## config.mk

```make
export PLATFORM = sky130hd
export DESIGN_NAME = utf8_stream_validator_unit
export DESIGN_NICKNAME = d
export VERILOG_FILES = /design/src/rtl/utf8sv_pkg.sv /design/src/rtl/utf8_stream_validator_unit.sv /design/src/rtl/utf8sv_core.sv
export SDC_FILE = /design/constraint.sdc
export NUM_CORES = 1
export LEC_CHECK = 0
export BUFFER_PORTS_ARGS = -buffer_cell sky130_fd_sc_hd__buf_2
export CELL_PAD_IN_SITES_DETAIL_PLACEMENT = 1
export CELL_PAD_IN_SITES_GLOBAL_PLACEMENT = 1
export CORE_AREA = 8 8 123 125
export DETAILED_ROUTE_END_ITERATION = 16
export DIE_AREA = 0 0 131 133
export PLACE_DENSITY = 0.62
export SYNTH_ARGS = -nofsm -noshare
export SYNTH_HDL_FRONTEND = slang
export SYNTH_SLANG_ARGS = --single-unit
```

## constraint.sdc

```tcl
create_clock -name aclk -period 3.1 [get_ports aclk]
set_input_delay 0.465 -clock aclk [delete_from_list [all_inputs] [get_ports aclk]]
set_output_delay 0.465 -clock aclk [all_outputs]
set_load 0.05 [all_outputs]
```

## src/rtl/utf8sv_pkg.sv

```systemverilog
`timescale 1ns / 1ps
// Package for the UTF-8 stream validator: payload structs, byte constants
// and the second-byte range check. No dependencies.
package utf8sv_pkg;

    localparam int OUT_POS_BITS = 16;

    typedef struct packed {
        logic [7:0] data_byte;
        logic       final_byte;
    } utf8sv_in_t;

    typedef struct packed {
        logic                    is_valid;
        logic [OUT_POS_BITS-1:0] error_position;
    } utf8sv_out_t;

    localparam logic [7:0] CONT_MASK   = 8'hc0;
    localparam logic [7:0] CONT_TAG    = 8'h80;
    localparam logic [7:0] LEAD2_MIN   = 8'hc2;
    localparam logic [7:0] LEAD2_MAX   = 8'hdf;
    localparam logic [7:0] LEAD3_MIN   = 8'he0;
    localparam logic [7:0] LEAD3_MAX   = 8'hef;
    localparam logic [7:0] LEAD4_MIN   = 8'hf0;
    localparam logic [7:0] LEAD4_MAX   = 8'hf3;
    localparam logic [7:0] LEAD_E0     = 8'he0;
    localparam logic [7:0] LEAD_ED     = 8'hed;
    localparam logic [7:0] LEAD_F0     = 8'hf0;
    localparam logic [7:0] LEAD_F4     = 8'hf4;
    localparam logic [7:0] E0_LOW      = 8'ha0;
    localparam logic [7:0] ED_HIGH     = 8'h9f;
    localparam logic [7:0] F0_LOW      = 8'h90;
    localparam logic [7:0] F4_HIGH     = 8'h8f;

    // Allowed range of the second byte for a given lead.
    // C0, C1 and F5..F7 always fail here.
    function automatic logic second_ok(input logic [7:0] lead, input logic [7:0] b);
        logic ok;
        ok = 1'b0;
        if (lead == LEAD_E0) begin
            ok = (b >= E0_LOW);
        end else if (lead == LEAD_ED) begin
            ok = (b <= ED_HIGH);
        end else if (lead == LEAD_F0) begin
            ok = (b >= F0_LOW);
        end else if (lead == LEAD_F4) begin
            ok = (b <= F4_HIGH);
        end else if (lead >= LEAD2_MIN && lead <= LEAD2_MAX) begin
            ok = 1'b1;
        end else if (lead >= LEAD3_MIN && lead <= LEAD3_MAX) begin
            ok = 1'b1;
        end else if (lead >= LEAD4_MIN && lead <= LEAD4_MAX) begin
            ok = 1'b1;
        end
        return ok;
    endfunction

endpackage

```

## src/rtl/utf8_stream_validator_unit.sv

```systemverilog
`timescale 1ns / 1ps
// Top level of the UTF-8 stream validator: core checker plus a two-entry
// output buffer. Depends on utf8sv_pkg and utf8sv_core.
//
//   channel | ports                      | carries
//   --------+----------------------------+----------------------------------
//   input   | s_valid, s_ready, s_data   | one string byte + last-byte flag
//   result  | m_valid, m_ready, m_data   | valid flag + first error position
//
// One byte is taken every cycle while s_ready is high; the decision for
// each byte is one level of logic into the state registers. The result of
// a string shows on m_data the cycle after its last byte is taken when the
// output register is free. Results sit in an output register backed by a
// skid register; s_ready drops only while both are full.
// aresetn (synchronous) clears the decode state and empties both entries.
module utf8_stream_validator_unit #(
    parameter int POSITION_BITS = 16
) (
    input  logic                    aclk,
    input  logic                    aresetn,
    input  logic                    s_valid,
    output logic                    s_ready,
    input  utf8sv_pkg::utf8sv_in_t  s_data,
    output logic                    m_valid,
    input  logic                    m_ready,
    output utf8sv_pkg::utf8sv_out_t m_data
);
    import utf8sv_pkg::*;

    logic        in_fire;
    logic        res_fire;
    utf8sv_out_t res_item;

    logic        out_valid_reg, out_valid_next;
    utf8sv_out_t out_data_reg, out_data_next;
    logic        skid_valid_reg, skid_valid_next;
    utf8sv_out_t skid_data_reg, skid_data_next;

    assign s_ready = !skid_valid_reg;
    assign in_fire = s_valid && s_ready;
    assign m_valid = out_valid_reg;
    assign m_data  = out_data_reg;

    utf8sv_core #(
        .POSITION_BITS(POSITION_BITS)
    ) u_core (
        .aclk    (aclk),
        .aresetn (aresetn),
        .in_fire (in_fire),
        .in_item (s_data),
        .res_fire(res_fire),
        .res_item(res_item)
    );

    always_comb begin
        out_valid_next  = out_valid_reg;
        out_data_next   = out_data_reg;
        skid_valid_next = skid_valid_reg;
        skid_data_next  = skid_data_reg;
        if (out_valid_reg && m_ready) begin
            // head request taken: refill from skid, else from the core
            out_valid_next  = skid_valid_reg || res_fire;
            out_data_next   = skid_valid_reg ? skid_data_reg : res_item;
            skid_valid_next = 1'b0;
        end else if (!out_valid_reg) begin
            out_valid_next = res_fire;
            out_data_next  = res_item;
        end else if (res_fire) begin
            skid_valid_next = 1'b1;
            skid_data_next  = res_item;
        end
    end

    always_ff @(posedge aclk) begin
        if (!aresetn) begin
            out_valid_reg  <= 1'b0;
            skid_valid_reg <= 1'b0;
        end else begin
            out_valid_reg  <= out_valid_next;
            skid_valid_reg <= skid_valid_next;
        end
        out_data_reg  <= out_data_next;
        skid_data_reg <= skid_data_next;
    end

endmodule

```

## src/rtl/utf8sv_core.sv

```systemverilog
`timescale 1ns / 1ps
// Per-byte UTF-8 decode state and checks; produces one result per string.
// Depends on utf8sv_pkg.
module utf8sv_core #(
    parameter int POSITION_BITS = 16
) (
    input  logic                    aclk,
    input  logic                    aresetn,
    input  logic                    in_fire,
    input  utf8sv_pkg::utf8sv_in_t  in_item,
    output logic                    res_fire,
    output utf8sv_pkg::utf8sv_out_t res_item
);
    import utf8sv_pkg::*;

    logic [POSITION_BITS-1:0] byte_index_reg, byte_index_next;
    logic [1:0]               bytes_left_reg, bytes_left_next;
    logic [7:0]               lead_value_reg, lead_value_next;
    logic [POSITION_BITS-1:0] lead_index_reg, lead_index_next;
    logic                     first_follow_reg, first_follow_next;
    logic                     error_seen_reg, error_seen_next;
    logic [POSITION_BITS-1:0] error_index_reg, error_index_next;

    logic [7:0]               b;
    logic [1:0]               cnt;
    logic                     bad;
    logic                     res_ok;
    logic [POSITION_BITS-1:0] err_pos;
    logic [31:0]              err_pos_ext;

    assign b = in_item.data_byte;

    always_comb begin
        byte_index_next   = byte_index_reg;
        bytes_left_next   = bytes_left_reg;
        lead_value_next   = lead_value_reg;
        lead_index_next   = lead_index_reg;
        first_follow_next = first_follow_reg;
        error_seen_next   = error_seen_reg;
        error_index_next  = error_index_reg;
        cnt               = 2'd0;
        bad               = 1'b0;
        err_pos           = '0;
        res_ok            = 1'b0;
        res_fire          = 1'b0;

        // lead class: 110xxxxx -> 1, 1110xxxx -> 2, 11110xxx -> 3, else none
        if (b[7:6] == 2'b11) begin
            if (!b[5]) begin
                cnt = 2'd1;
            end else if (!b[4]) begin
                cnt = 2'd2;
            end else if (!b[3]) begin
                cnt = 2'd3;
            end
        end

        if (in_fire) begin
            if (error_seen_reg) begin
                // only track whether the failing sequence completes
                if (bytes_left_reg != 2'd0) begin
                    bytes_left_next = bytes_left_reg - 2'd1;
                end
            end else if (bytes_left_reg == 2'd0) begin
                if (b[7]) begin
                    if (cnt == 2'd0) begin
                        error_seen_next  = 1'b1;
                        error_index_next = byte_index_reg;
                    end else begin
                        lead_value_next   = b;
                        lead_index_next   = byte_index_reg;
                        bytes_left_next   = cnt;
                        first_follow_next = 1'b1;
                    end
                end
            end else begin
                bad = ((b & CONT_MASK) != CONT_TAG)
                      || (first_follow_reg && !second_ok(lead_value_reg, b));
                if (bad) begin
                    error_seen_next  = 1'b1;
                    error_index_next = byte_index_reg;
                end
                first_follow_next = 1'b0;
                bytes_left_next   = bytes_left_reg - 2'd1;
            end

            if (!in_item.final_byte) begin
                if (byte_index_reg != '1) begin
                    byte_index_next = byte_index_reg + POSITION_BITS'(1);
                end
            end else begin
                // truncated sequence wins over anything inside it
                res_fire = 1'b1;
                if (bytes_left_next != 2'd0) begin
                    err_pos = lead_index_next;
                end else if (error_seen_next) begin
                    err_pos = error_index_next;
                end
                res_ok            = !(error_seen_next || (bytes_left_next != 2'd0));
                byte_index_next   = '0;
                bytes_left_next   = 2'd0;
                lead_value_next   = 8'd0;
                lead_index_next   = '0;
                first_follow_next = 1'b0;
                error_seen_next   = 1'b0;
                error_index_next  = '0;
            end
        end
    end

    assign err_pos_ext = 32'(err_pos);
    assign res_item    = '{is_valid: res_ok,
                           error_position: err_pos_ext[OUT_POS_BITS-1:0]};

    always_ff @(posedge aclk) begin
        if (!aresetn) begin
            byte_index_reg   <= '0;
            bytes_left_reg   <= 2'd0;
            lead_value_reg   <= 8'd0;
            lead_index_reg   <= '0;
            first_follow_reg <= 1'b0;
            error_seen_reg   <= 1'b0;
            error_index_reg  <= '0;
        end else begin
            byte_index_reg   <= byte_index_next;
            bytes_left_reg   <= bytes_left_next;
            lead_value_reg   <= lead_value_next;
            lead_index_reg   <= lead_index_next;
            first_follow_reg <= first_follow_next;
            error_seen_reg   <= error_seen_next;
            error_index_reg  <= error_index_next;
        end
    end

endmodule
```

==> results.cfg, run 1 <==
[global_route]
grt_overflow_total = 0
grt_pass1_wl_mm = 19.41
grt_pass1_vias = 3583
grt_max_degree = 36
antenna_found_initial = 0
grt_usage_pct = 14.46

[final_layout]
diodes = 0
synthToLayoutAreaGrowth_pct = 12.86
final_util_pct = 38.59
drive_gt1_share_pct = 16.67
nNetsFinal = 483

[critical_path]
critPathLaunchType = register
cp-startpoint = u_core.lead_value_reg[0]
r2r_start = u_core.lead_value_reg[0]
cp.buffers_inverters = 0
max_stage_delay_ps = 410
critical-path-slowest-cell = a31o_4
worstPathMaxFanout = 32
arrival_ps = 2520
end_kind = register
crit_type = register to register
cp_cell_sequence = nor3_1 > mux2i_1 > nand2_1 > a211o_1 > a31o_4 > o41ai_1
crit_family = compound AO/OA/AOI/OAI gates
reg2reg_to = m_data[1]
r2r_cells = 6
crit_cells = 6
required_ps = 3250
r2r_slack_ps = 740

[yosys]
syn-cell-area_mm2 = 0.004474
synth.ff_latch_count = 96
yosysSeqAreaShare_pct = 50.56
synth-edff-count = 34
yosys_most_used_dff = dfxtp_1
synth_fp_nets = 462
yosysWarnings = 0
syn_inst = 448
yosys.cell_types.count = 55
synthArstFlopShare_pct = 0
synth_area_per_cell_um2 = 9.987

[drt]
drc = 0
first_iter_violations = 199
drtPass1Iterations = 4
wl_per_cell_um = 18.53
wirelength_mm = 12.04
ant_nets = 0
via_per_inst = 5.337
dr_total_vias = 3469

[sta]
max_slew.worst_pin.slew_ps = 595.6
layout_worst_path_cycle_share_pct = 76.23
slew_violations = 0
period_minus_slack_ps = 2363
fmax_mhz = 423.2
hold_viol_final = 0
relSlewSlack_pct = 60.29
setup_viol = 0
skew_ps = 9.538
finalSetupTns_ps = 0
rsz0062_at_grt = no

[run]
cap_violations = 0

[min_path]
hp-class = input port to register
hold_depth = 3
hp-start = s_data[3]
min_to = u_core.lead_value_reg[2]

[floorplanning]
die_w_um = 131
die_area_mm2 = 0.01742
start_util_pct = 34.19
rows = 42
core_area_mm2 = 0.01309
io_pins = 32
die_h_um = 133

[power]
irDropWorstVdd_uv = 227.0
leakage_nw = 1.889
p_per_area_mw_per_mm2 = 535.0

[clock_network]
clk_path_buf_depth = 2
cts_tree = done
numCtsBuffers = 9
clk_latency_ps = 350
numClockSinks = 96
clock-root-buffer = clkbuf_16
cts_resized = 0
cts_max_level = 3
clkTransAtPathRegs_ps = 70
cts_setup_buffers = 0
cts.hold.buffers_added = 0

[place]
port_buffers = 31
place.gp.congestion = 0.7873
hpwl_mm = 7.817

[outcome]
status = complete, no violations
-- Yosys cell counts, types with 7 or more instances --
| cell type | instances | share of area [%] |
|---|---|---|
| clkbuf_1 | 19 | 1.6 |
| nor2_1 | 58 | 4.9 |
| dfxtp_1 | 62 | 28 |
| nand4_1 | 8 | 1.1 |
| nand3_1 | 7 | 0.78 |
| edfxtp_1 | 34 | 23 |
| o41ai_2 | 14 | 5.1 |
| o21ai_0 | 14 | 1.6 |
| nor2b_1 | 41 | 5.7 |
| nor4_1 | 19 | 2.7 |
| a22o_1 | 15 | 2.9 |
| a21oi_1 | 9 | 1.0 |
| a22oi_1 | 21 | 3.5 |
| nand2_1 | 43 | 3.6 |
-- cells in the final DEF (no fill, tap or decap), drive strengths merged, types with 6 or more instances in the layout --
cell type | netlist | layout
a21oi | 9 | 9
a22o | 16 | 16
a22oi | 21 | 21
and2 | 6 | 6
buf | 11 | 40
clkbuf | 19 | 10
dfxtp | 62 | 62
edfxtp | 34 | 34
inv | 6 | 7
nand2 | 43 | 43
nand3 | 7 | 7
nand4 | 8 | 8
nor2 | 59 | 59
nor2b | 41 | 41
nor3 | 6 | 6
nor4 | 19 | 19
o21ai | 17 | 17
o41ai | 16 | 16
or3 | 6 | 6
-- how the worst max path moves through the flow --
| stage | slack (ps) | endpoint |
|---|---|---|
| 2_1_floorplan | 690 | skid_data_reg[0] |
| 3_3_place_gp | 560 | m_data[14] |
| 3_5_place_dp | 540 | m_data[0] |
| 4_1_cts | 740 | m_data[1] |
| 5_1_grt | 540 | skid_data_reg[12] |
| 6_report | 740 | m_data[1] |
-- metal layers --
metal | global-route usage [%] | routed length [um] | share of wire, % | vias to the layer above
li1 | - | - | - | 1680
met1 | 17.67 | 5561 | 46 | 1721
met2 | 24.08 | 5845 | 49 | 53
met3 | 2.370 | 387 | 3.2 | 15
met4 | 6.637 | 248 | 2.1 | 0
met5 | 0 | 0 | 0 | -
-- report_power, final --
group	switching (mW)	internal [mW]	total [mW]
sequential	0.0112	1.32	1.33
combinational	0.195	0.0677	0.263
clock	0.485	0.622	1.11
total	0.692	2.01	2.70
-- per-stage QoR --
stage	instances	setup WS (ps)	total power [mW]	cell area (um2)	hold slack [ps]
after floorplan	448	689.0	1.551	4474	433.0
after global placement	634	564.9	1.621	4763	450.2
after detailed placement	634	536.0	1.626	4763	468.0
after CTS	650	738.6	2.726	5050	371.5
after global routing	650	542.0	2.794	5050	396.4
final	650	736.8	2.701	5050	380.9
-- worst register-to-register path, stage by stage (launching register included) --
cell and delay [ps]:
dfxtp_1 340, nor3_1 260, mux2i_1 260, nand2_1 140, a211o_1 350, a31o_4 410, o41ai_1 410
-- cell type report --
| cell class | instances | area, um2 |
|---|---|---|
| sequential | 96 | 2262 |
| clock buffer | 10 | 229.0 |
| fill | 1481 | 8035 |
| multi-input combinational | 316 | 2036 |
| clock inverter | 6 | 57.56 |
| timing repair buffer | 40 | 222.7 |
| inverter | 6 | 22.52 |
| tap | 176 | 220.2 |
-- cell families (layout without fill, tap and decap cells) --
logic type                 Yosys count  in the layout  synth area share, %
adders and majority gates            1              1               0.2796
xor gates and xnor gates            10             10                1.957
and+or+nand+nor                    202            202                22.76
AOI/OAI and AO/OA                  101            101                20.05
buffers and inverters               36             62                3.943
DFF                                 96             96                50.56
muxes                                2              2               0.4474
No activity file was read; power rests on OpenSTA's default activity.
==> run 2, diff against run 1 <==
Clock period 3.1 ns to 2.25 ns, I/O delays scaled along.
==> run 2 against run 1 <==
Against the previous run:
- utilization up 3.0 points
- setup slack got worse by 700 ps
- combinational power grew 61%
- final cell count increased by 3.7%
- clock power increased by 61%
- sequential power grew 38%
- global-route usage grew 0.23 points
- clock-buffer cell count is 1 lower
- wire length rose by 5.4%
- first-iteration DRC count increased by 18%
- fmax increased by 6.8%
==> results.cfg, run 2 (synthesized netlist as in run 1, its figures left out) <==
[outcome]
status = complete, no violations

[drt]
wirelength_mm = 12.70
via_per_inst = 5.350
drtPass1Iterations = 4
ant_nets = 0
dr_total_vias = 3606
first_iter_violations = 234
wl_per_cell_um = 18.84
drc = 0

[critical_path]
crit_type = register to register
critPathLaunchType = register
cp.buffers_inverters = 0
crit_cells = 6
max_stage_delay_ps = 400
r2r_start = u_core.lead_value_reg[1]
cp_cell_sequence = nor3_2 > mux2i_1 > nand2_1 > a211o_4 > a31o_4 > o41ai_2
arrival_ps = 2370
r2r_cells = 6
cp-startpoint = u_core.lead_value_reg[1]
critical-path-slowest-cell = a211o_4
crit_family = compound AO/OA/AOI/OAI gates
end_kind = register
required_ps = 2410
worstPathMaxFanout = 8

[final_layout]
diodes = 0
nNetsFinal = 507
layout_common_cells = dfxtp_1 (59), nor2_1 (54), nand2_1 (43)
drive_gt1_share_pct = 23.90
num-fill-cells = 1478
synthToLayoutAreaGrowth_pct = 21.56
final_util_pct = 41.57
fin_area_mm2 = 0.005439
final_common_cell = dfxtp_1

[clock_network]
cts_max_level = 3
cts_setup_buffers = 0
cts_tree = done
clk_latency_ps = 350
numCtsBuffers = 9
clk_path_buf_depth = 2
numClockSinks = 96
clkTransAtPathRegs_ps = 70
clock-root-buffer = clkbuf_16
cts.hold.buffers_added = 0

[sta]
hold_viol_final = 0
setup_viol = 0
period_minus_slack_ps = 2214
timing.final.ws_setup_ps = 36.49
skew_ps = 7.003
relSlewSlack_pct = 69.49
layout_worst_path_cycle_share_pct = 98.38
rsz0062_at_grt = yes
max_slew.worst_pin.slew_ps = 455.5
finalSetupTns_ps = 0
fmax_mhz = 451.8
slew_violations = 0

[floorplanning]
die_area_mm2 = 0.01742
die_h_um = 133
rows = 42
core_area_mm2 = 0.01309
die_w_um = 131
io_pins = 32
start_util_pct = 34.19

[global_route]
grt_overflow_total = 0
grt_pass1_wl_mm = 20.04
grt_usage_pct = 14.69
grt_pass1_vias = 3737
antenna_found_initial = 0
grt_max_degree = 33

[power]
irDropWorstVdd_uv = 268.2
p_per_area_mw_per_mm2 = 744.7
leakage_nw = 2.076

[place]
place.gp.congestion = 0.8187
post_dp_cell_area_mm2 = 0.004969
place_ws_ps = -91.15
hpwl_mm = 8.122
port_buffers = 31

[min_path]
hp-start = s_data[1]
hp-class = input port to register
hold_depth = 3

[run]
cap_violations = 0
-- run 2: changes by cell type in the layout (fill, tap and decap cells not counted), sizes merged --
cell    before  now
buf         40   62
a31o         2    4
bufinv       1    3
clkinv       4    2
clkbuf      10    9
inv          7    8
-- run 2: worst paths after layout --
path	endpoint	slack (ps)
worst max-delay path	m_data[12]	40
worst min-delay path	u_core.lead_value_reg[0]	250
worst max register to register	m_data[12]	40
worst min register to register	u_core.error_index_reg[15]	480
-- run 2: stage by stage --
stage | power, mW | hold WS, ps | cells
5_1_grt | 4.206 | 275.8 | 674
4_1_cts | 4.089 | 237.0 | 672
3_5_place_dp | 2.271 | 464.3 | 656
3_3_place_gp | 2.264 | 457.0 | 656
2_1_floorplan | 2.137 | 433.0 | 448
6_report | 4.051 | 247.5 | 674
-- run 2: layout make-up --
| cell class | instances | area [um2] | share of cell area [%] |
|---|---|---|---|
| clock inverters | 7 | 125.1 | 2.300 |
| well taps | 176 | 220.2 | 4.049 |
| repair buffers | 62 | 425.4 | 7.821 |
| flip-flops and latches | 96 | 2266 | 41.66 |
| inverters | 6 | 22.52 | 0.4141 |
| clock buffers | 9 | 225.2 | 4.141 |
| multi-input cells | 318 | 2155 | 39.61 |
-- run 2: metal layers --
| metal | routed length (um) | vias up | global-route usage (%) |
|---|---|---|---|
| met3 | 547 | 6 | 2.451 |
| met5 | 0 | - | 0 |
| met1 | 5987 | 1796 | 18.26 |
| met2 | 6065 | 61 | 24.42 |
| met4 | 97 | 0 | 5.935 |
| li1 | - | 1743 | - |
-- run 2: tightest hold or removal path, cell delays in order --
cell	delay, ps
buf_2	70
a22oi_1	50
nor2b_1	90
-- run 2: timing repair --
action,CTS,global route
pin swaps,2,4
resized for setup,2,17
endpoints found under the setup margin,11,47
gates cloned,0,2
-- run 2: power by group --
group / switching [mW] / internal, mW / leakage (nW) / total, mW
Combinational: 0.296 / 0.127 / 1.02 / 0.423
Sequential: 0.0145 / 1.82 / 0.889 / 1.83
Clock: 0.696 / 1.10 / 0.171 / 1.79
==> run 3, diff against run 2 <==
Settings changed: MAX_ROUTING_LAYER set to met4.
==> run 3 against run 2 <==
Against the previous run:
- power up 0.18%
- non-clock buffer count unchanged
- worst hold slack worse by 3.5 ps
- setup slack better by 4.6 ps
- utilization unchanged
- sequential share of layout area unchanged
- final area unchanged
- first-iteration DRC count down 15%
- clock-buffer cell count unchanged
- critical path depth unchanged
- sequential cell count unchanged
- critical path type unchanged
- critical endpoint is now m_data[10]
==> results.cfg, run 3 (synthesized netlist as in run 1, its figures left out) <==
[outcome]
status = complete, no violations

[place]
place_inst = 656
port_buffers = 31
post_dp_cell_area_mm2 = 0.004969
hpwl_mm = 8.122
place.gp.congestion = 0.8309

[power]
irDropWorstVdd_uv = 268.6
p_per_area_mw_per_mm2 = 746.1
fin_total_pwr_mw = 4.058
leakage_nw = 2.076

[floorplanning]
die_h_um = 133
io_pins = 32
die_area_mm2 = 0.01742
start_util_pct = 34.19
core_area_mm2 = 0.01309
rows = 42
die_w_um = 131

[clock_network]
numClockSinks = 96
clk_latency_ps = 350
cts_max_level = 3
clkTransAtPathRegs_ps = 70
cts_tree = done
clk_path_buf_depth = 2
clock-root-buffer = clkbuf_16
numCtsBuffers = 9

[critical_path]
worstPathMaxFanout = 8
arrival_ps = 2380
end_kind = register
required_ps = 2420
critPathLaunchType = register
crit_type = register to register

[drt]
dr_total_vias = 3608
wl_per_cell_um = 18.89
drtPass1Iterations = 4
first_iter_violations = 199
drc = 0
ant_nets = 0
wirelength_mm = 12.73
via_per_inst = 5.353

[sta]
period_minus_slack_ps = 2209
relSlewSlack_pct = 69.18
rsz0062_at_grt = yes
setup_viol = 0
max_slew.worst_pin.slew_ps = 460.2
fmax_mhz = 452.7
layout_worst_path_cycle_share_pct = 98.17
hold_viol_final = 0
skew_ps = 8.134
slew_violations = 0

[final_layout]
synthToLayoutAreaGrowth_pct = 21.56
nNetsFinal = 507
fin_area_mm2 = 0.005439
drive_gt1_share_pct = 23.90
seq_area_mm2 = 0.002266
diodes = 0
final_common_cell = dfxtp_1
stdcell_count = 674
multi_input_area_mm2 = 0.002155
layout_common_cells = dfxtp_1 (59), nor2_1 (54), nand2_1 (43)
num-fill-cells = 1478

[global_route]
grt_overflow_total = 0
grt_pass1_wl_mm = 20.03
antenna_found_initial = 0
grt_pass1_vias = 3734
grt_max_degree = 33
grt_usage_pct = 15.08

[run]
cap_violations = 0

[min_path]
hp-class = input port to register
==> run 3: worst max-delay path, stage by stage (launching register included) <==
cell     delay (ps)
dfxtp_2         330
nor3_2          180
mux2i_1         250
nand2_1         140
a211o_4         400
a31o_4          340
o41ai_2         370
==> run 3: worst paths after layout <==
check                                  start                          to  slack, ps  cells after the start
hold / removal                     s_data[1]    u_core.lead_value_reg[0]        240                      3
setup reg to reg    u_core.lead_value_reg[1]                  m_data[10]         40                      6
hold reg to reg   u_core.error_index_reg[15]  u_core.error_index_reg[15]        480                      1
setup / recovery    u_core.lead_value_reg[1]                  m_data[10]         40                      6
==> run 3: stage by stage <==
stage                     utilization [%]  hold slack, ps  setup slack (ps)  TNS [ps]
after floorplan                         -           433.0             108.6         0
after global placement              37.97           457.0            -87.82     -1805
after detailed placement            37.97           464.3            -91.15     -1888
after CTS                           40.74           237.0             15.77         0
after global routing                41.57           277.5            -3.908    -4.555
final                               41.57           244.0             41.11         0
==> run 3: power breakdown <==
part / internal (mW) / switching [mW]
Clock: 1.10 / 0.704
Sequential: 1.82 / 0.0145
Combinational: 0.127 / 0.296
==> run 3: area by class of cell <==
| type | instances | share of cell area, % |
|---|---|---|
| clock buffers | 9 | 4.141 |
| clock inverters | 7 | 2.300 |
| inverters | 6 | 0.4141 |
| multi-input cells | 318 | 39.61 |
| flip-flops and latches | 96 | 41.66 |
| well taps | 176 | 4.049 |
| repair buffers | 62 | 7.821 |
==> run 3: what timing repair did <==
item | 4_1_cts | 5_1_grt
gates cloned | 0 | 2
hold buffers | 0 | 0
endpoints found under the hold margin | 0 | 0
gates resized for setup | 2 | 17
endpoints found under the setup margin | 11 | 47
setup buffers | 0 | 0
pin swaps | 2 | 4
==> run 3: routing by layer <==
layer  vias up  share of wire [%]  wire, um  GRT usage [%]
li1       1743                  -         -              -
met1      1791                 47      6001          18.38
met2        63                 47      5998          24.37
met3        11                4.2       540          2.250
met4         0                1.5       190          5.935
met5         -                  0         0              -
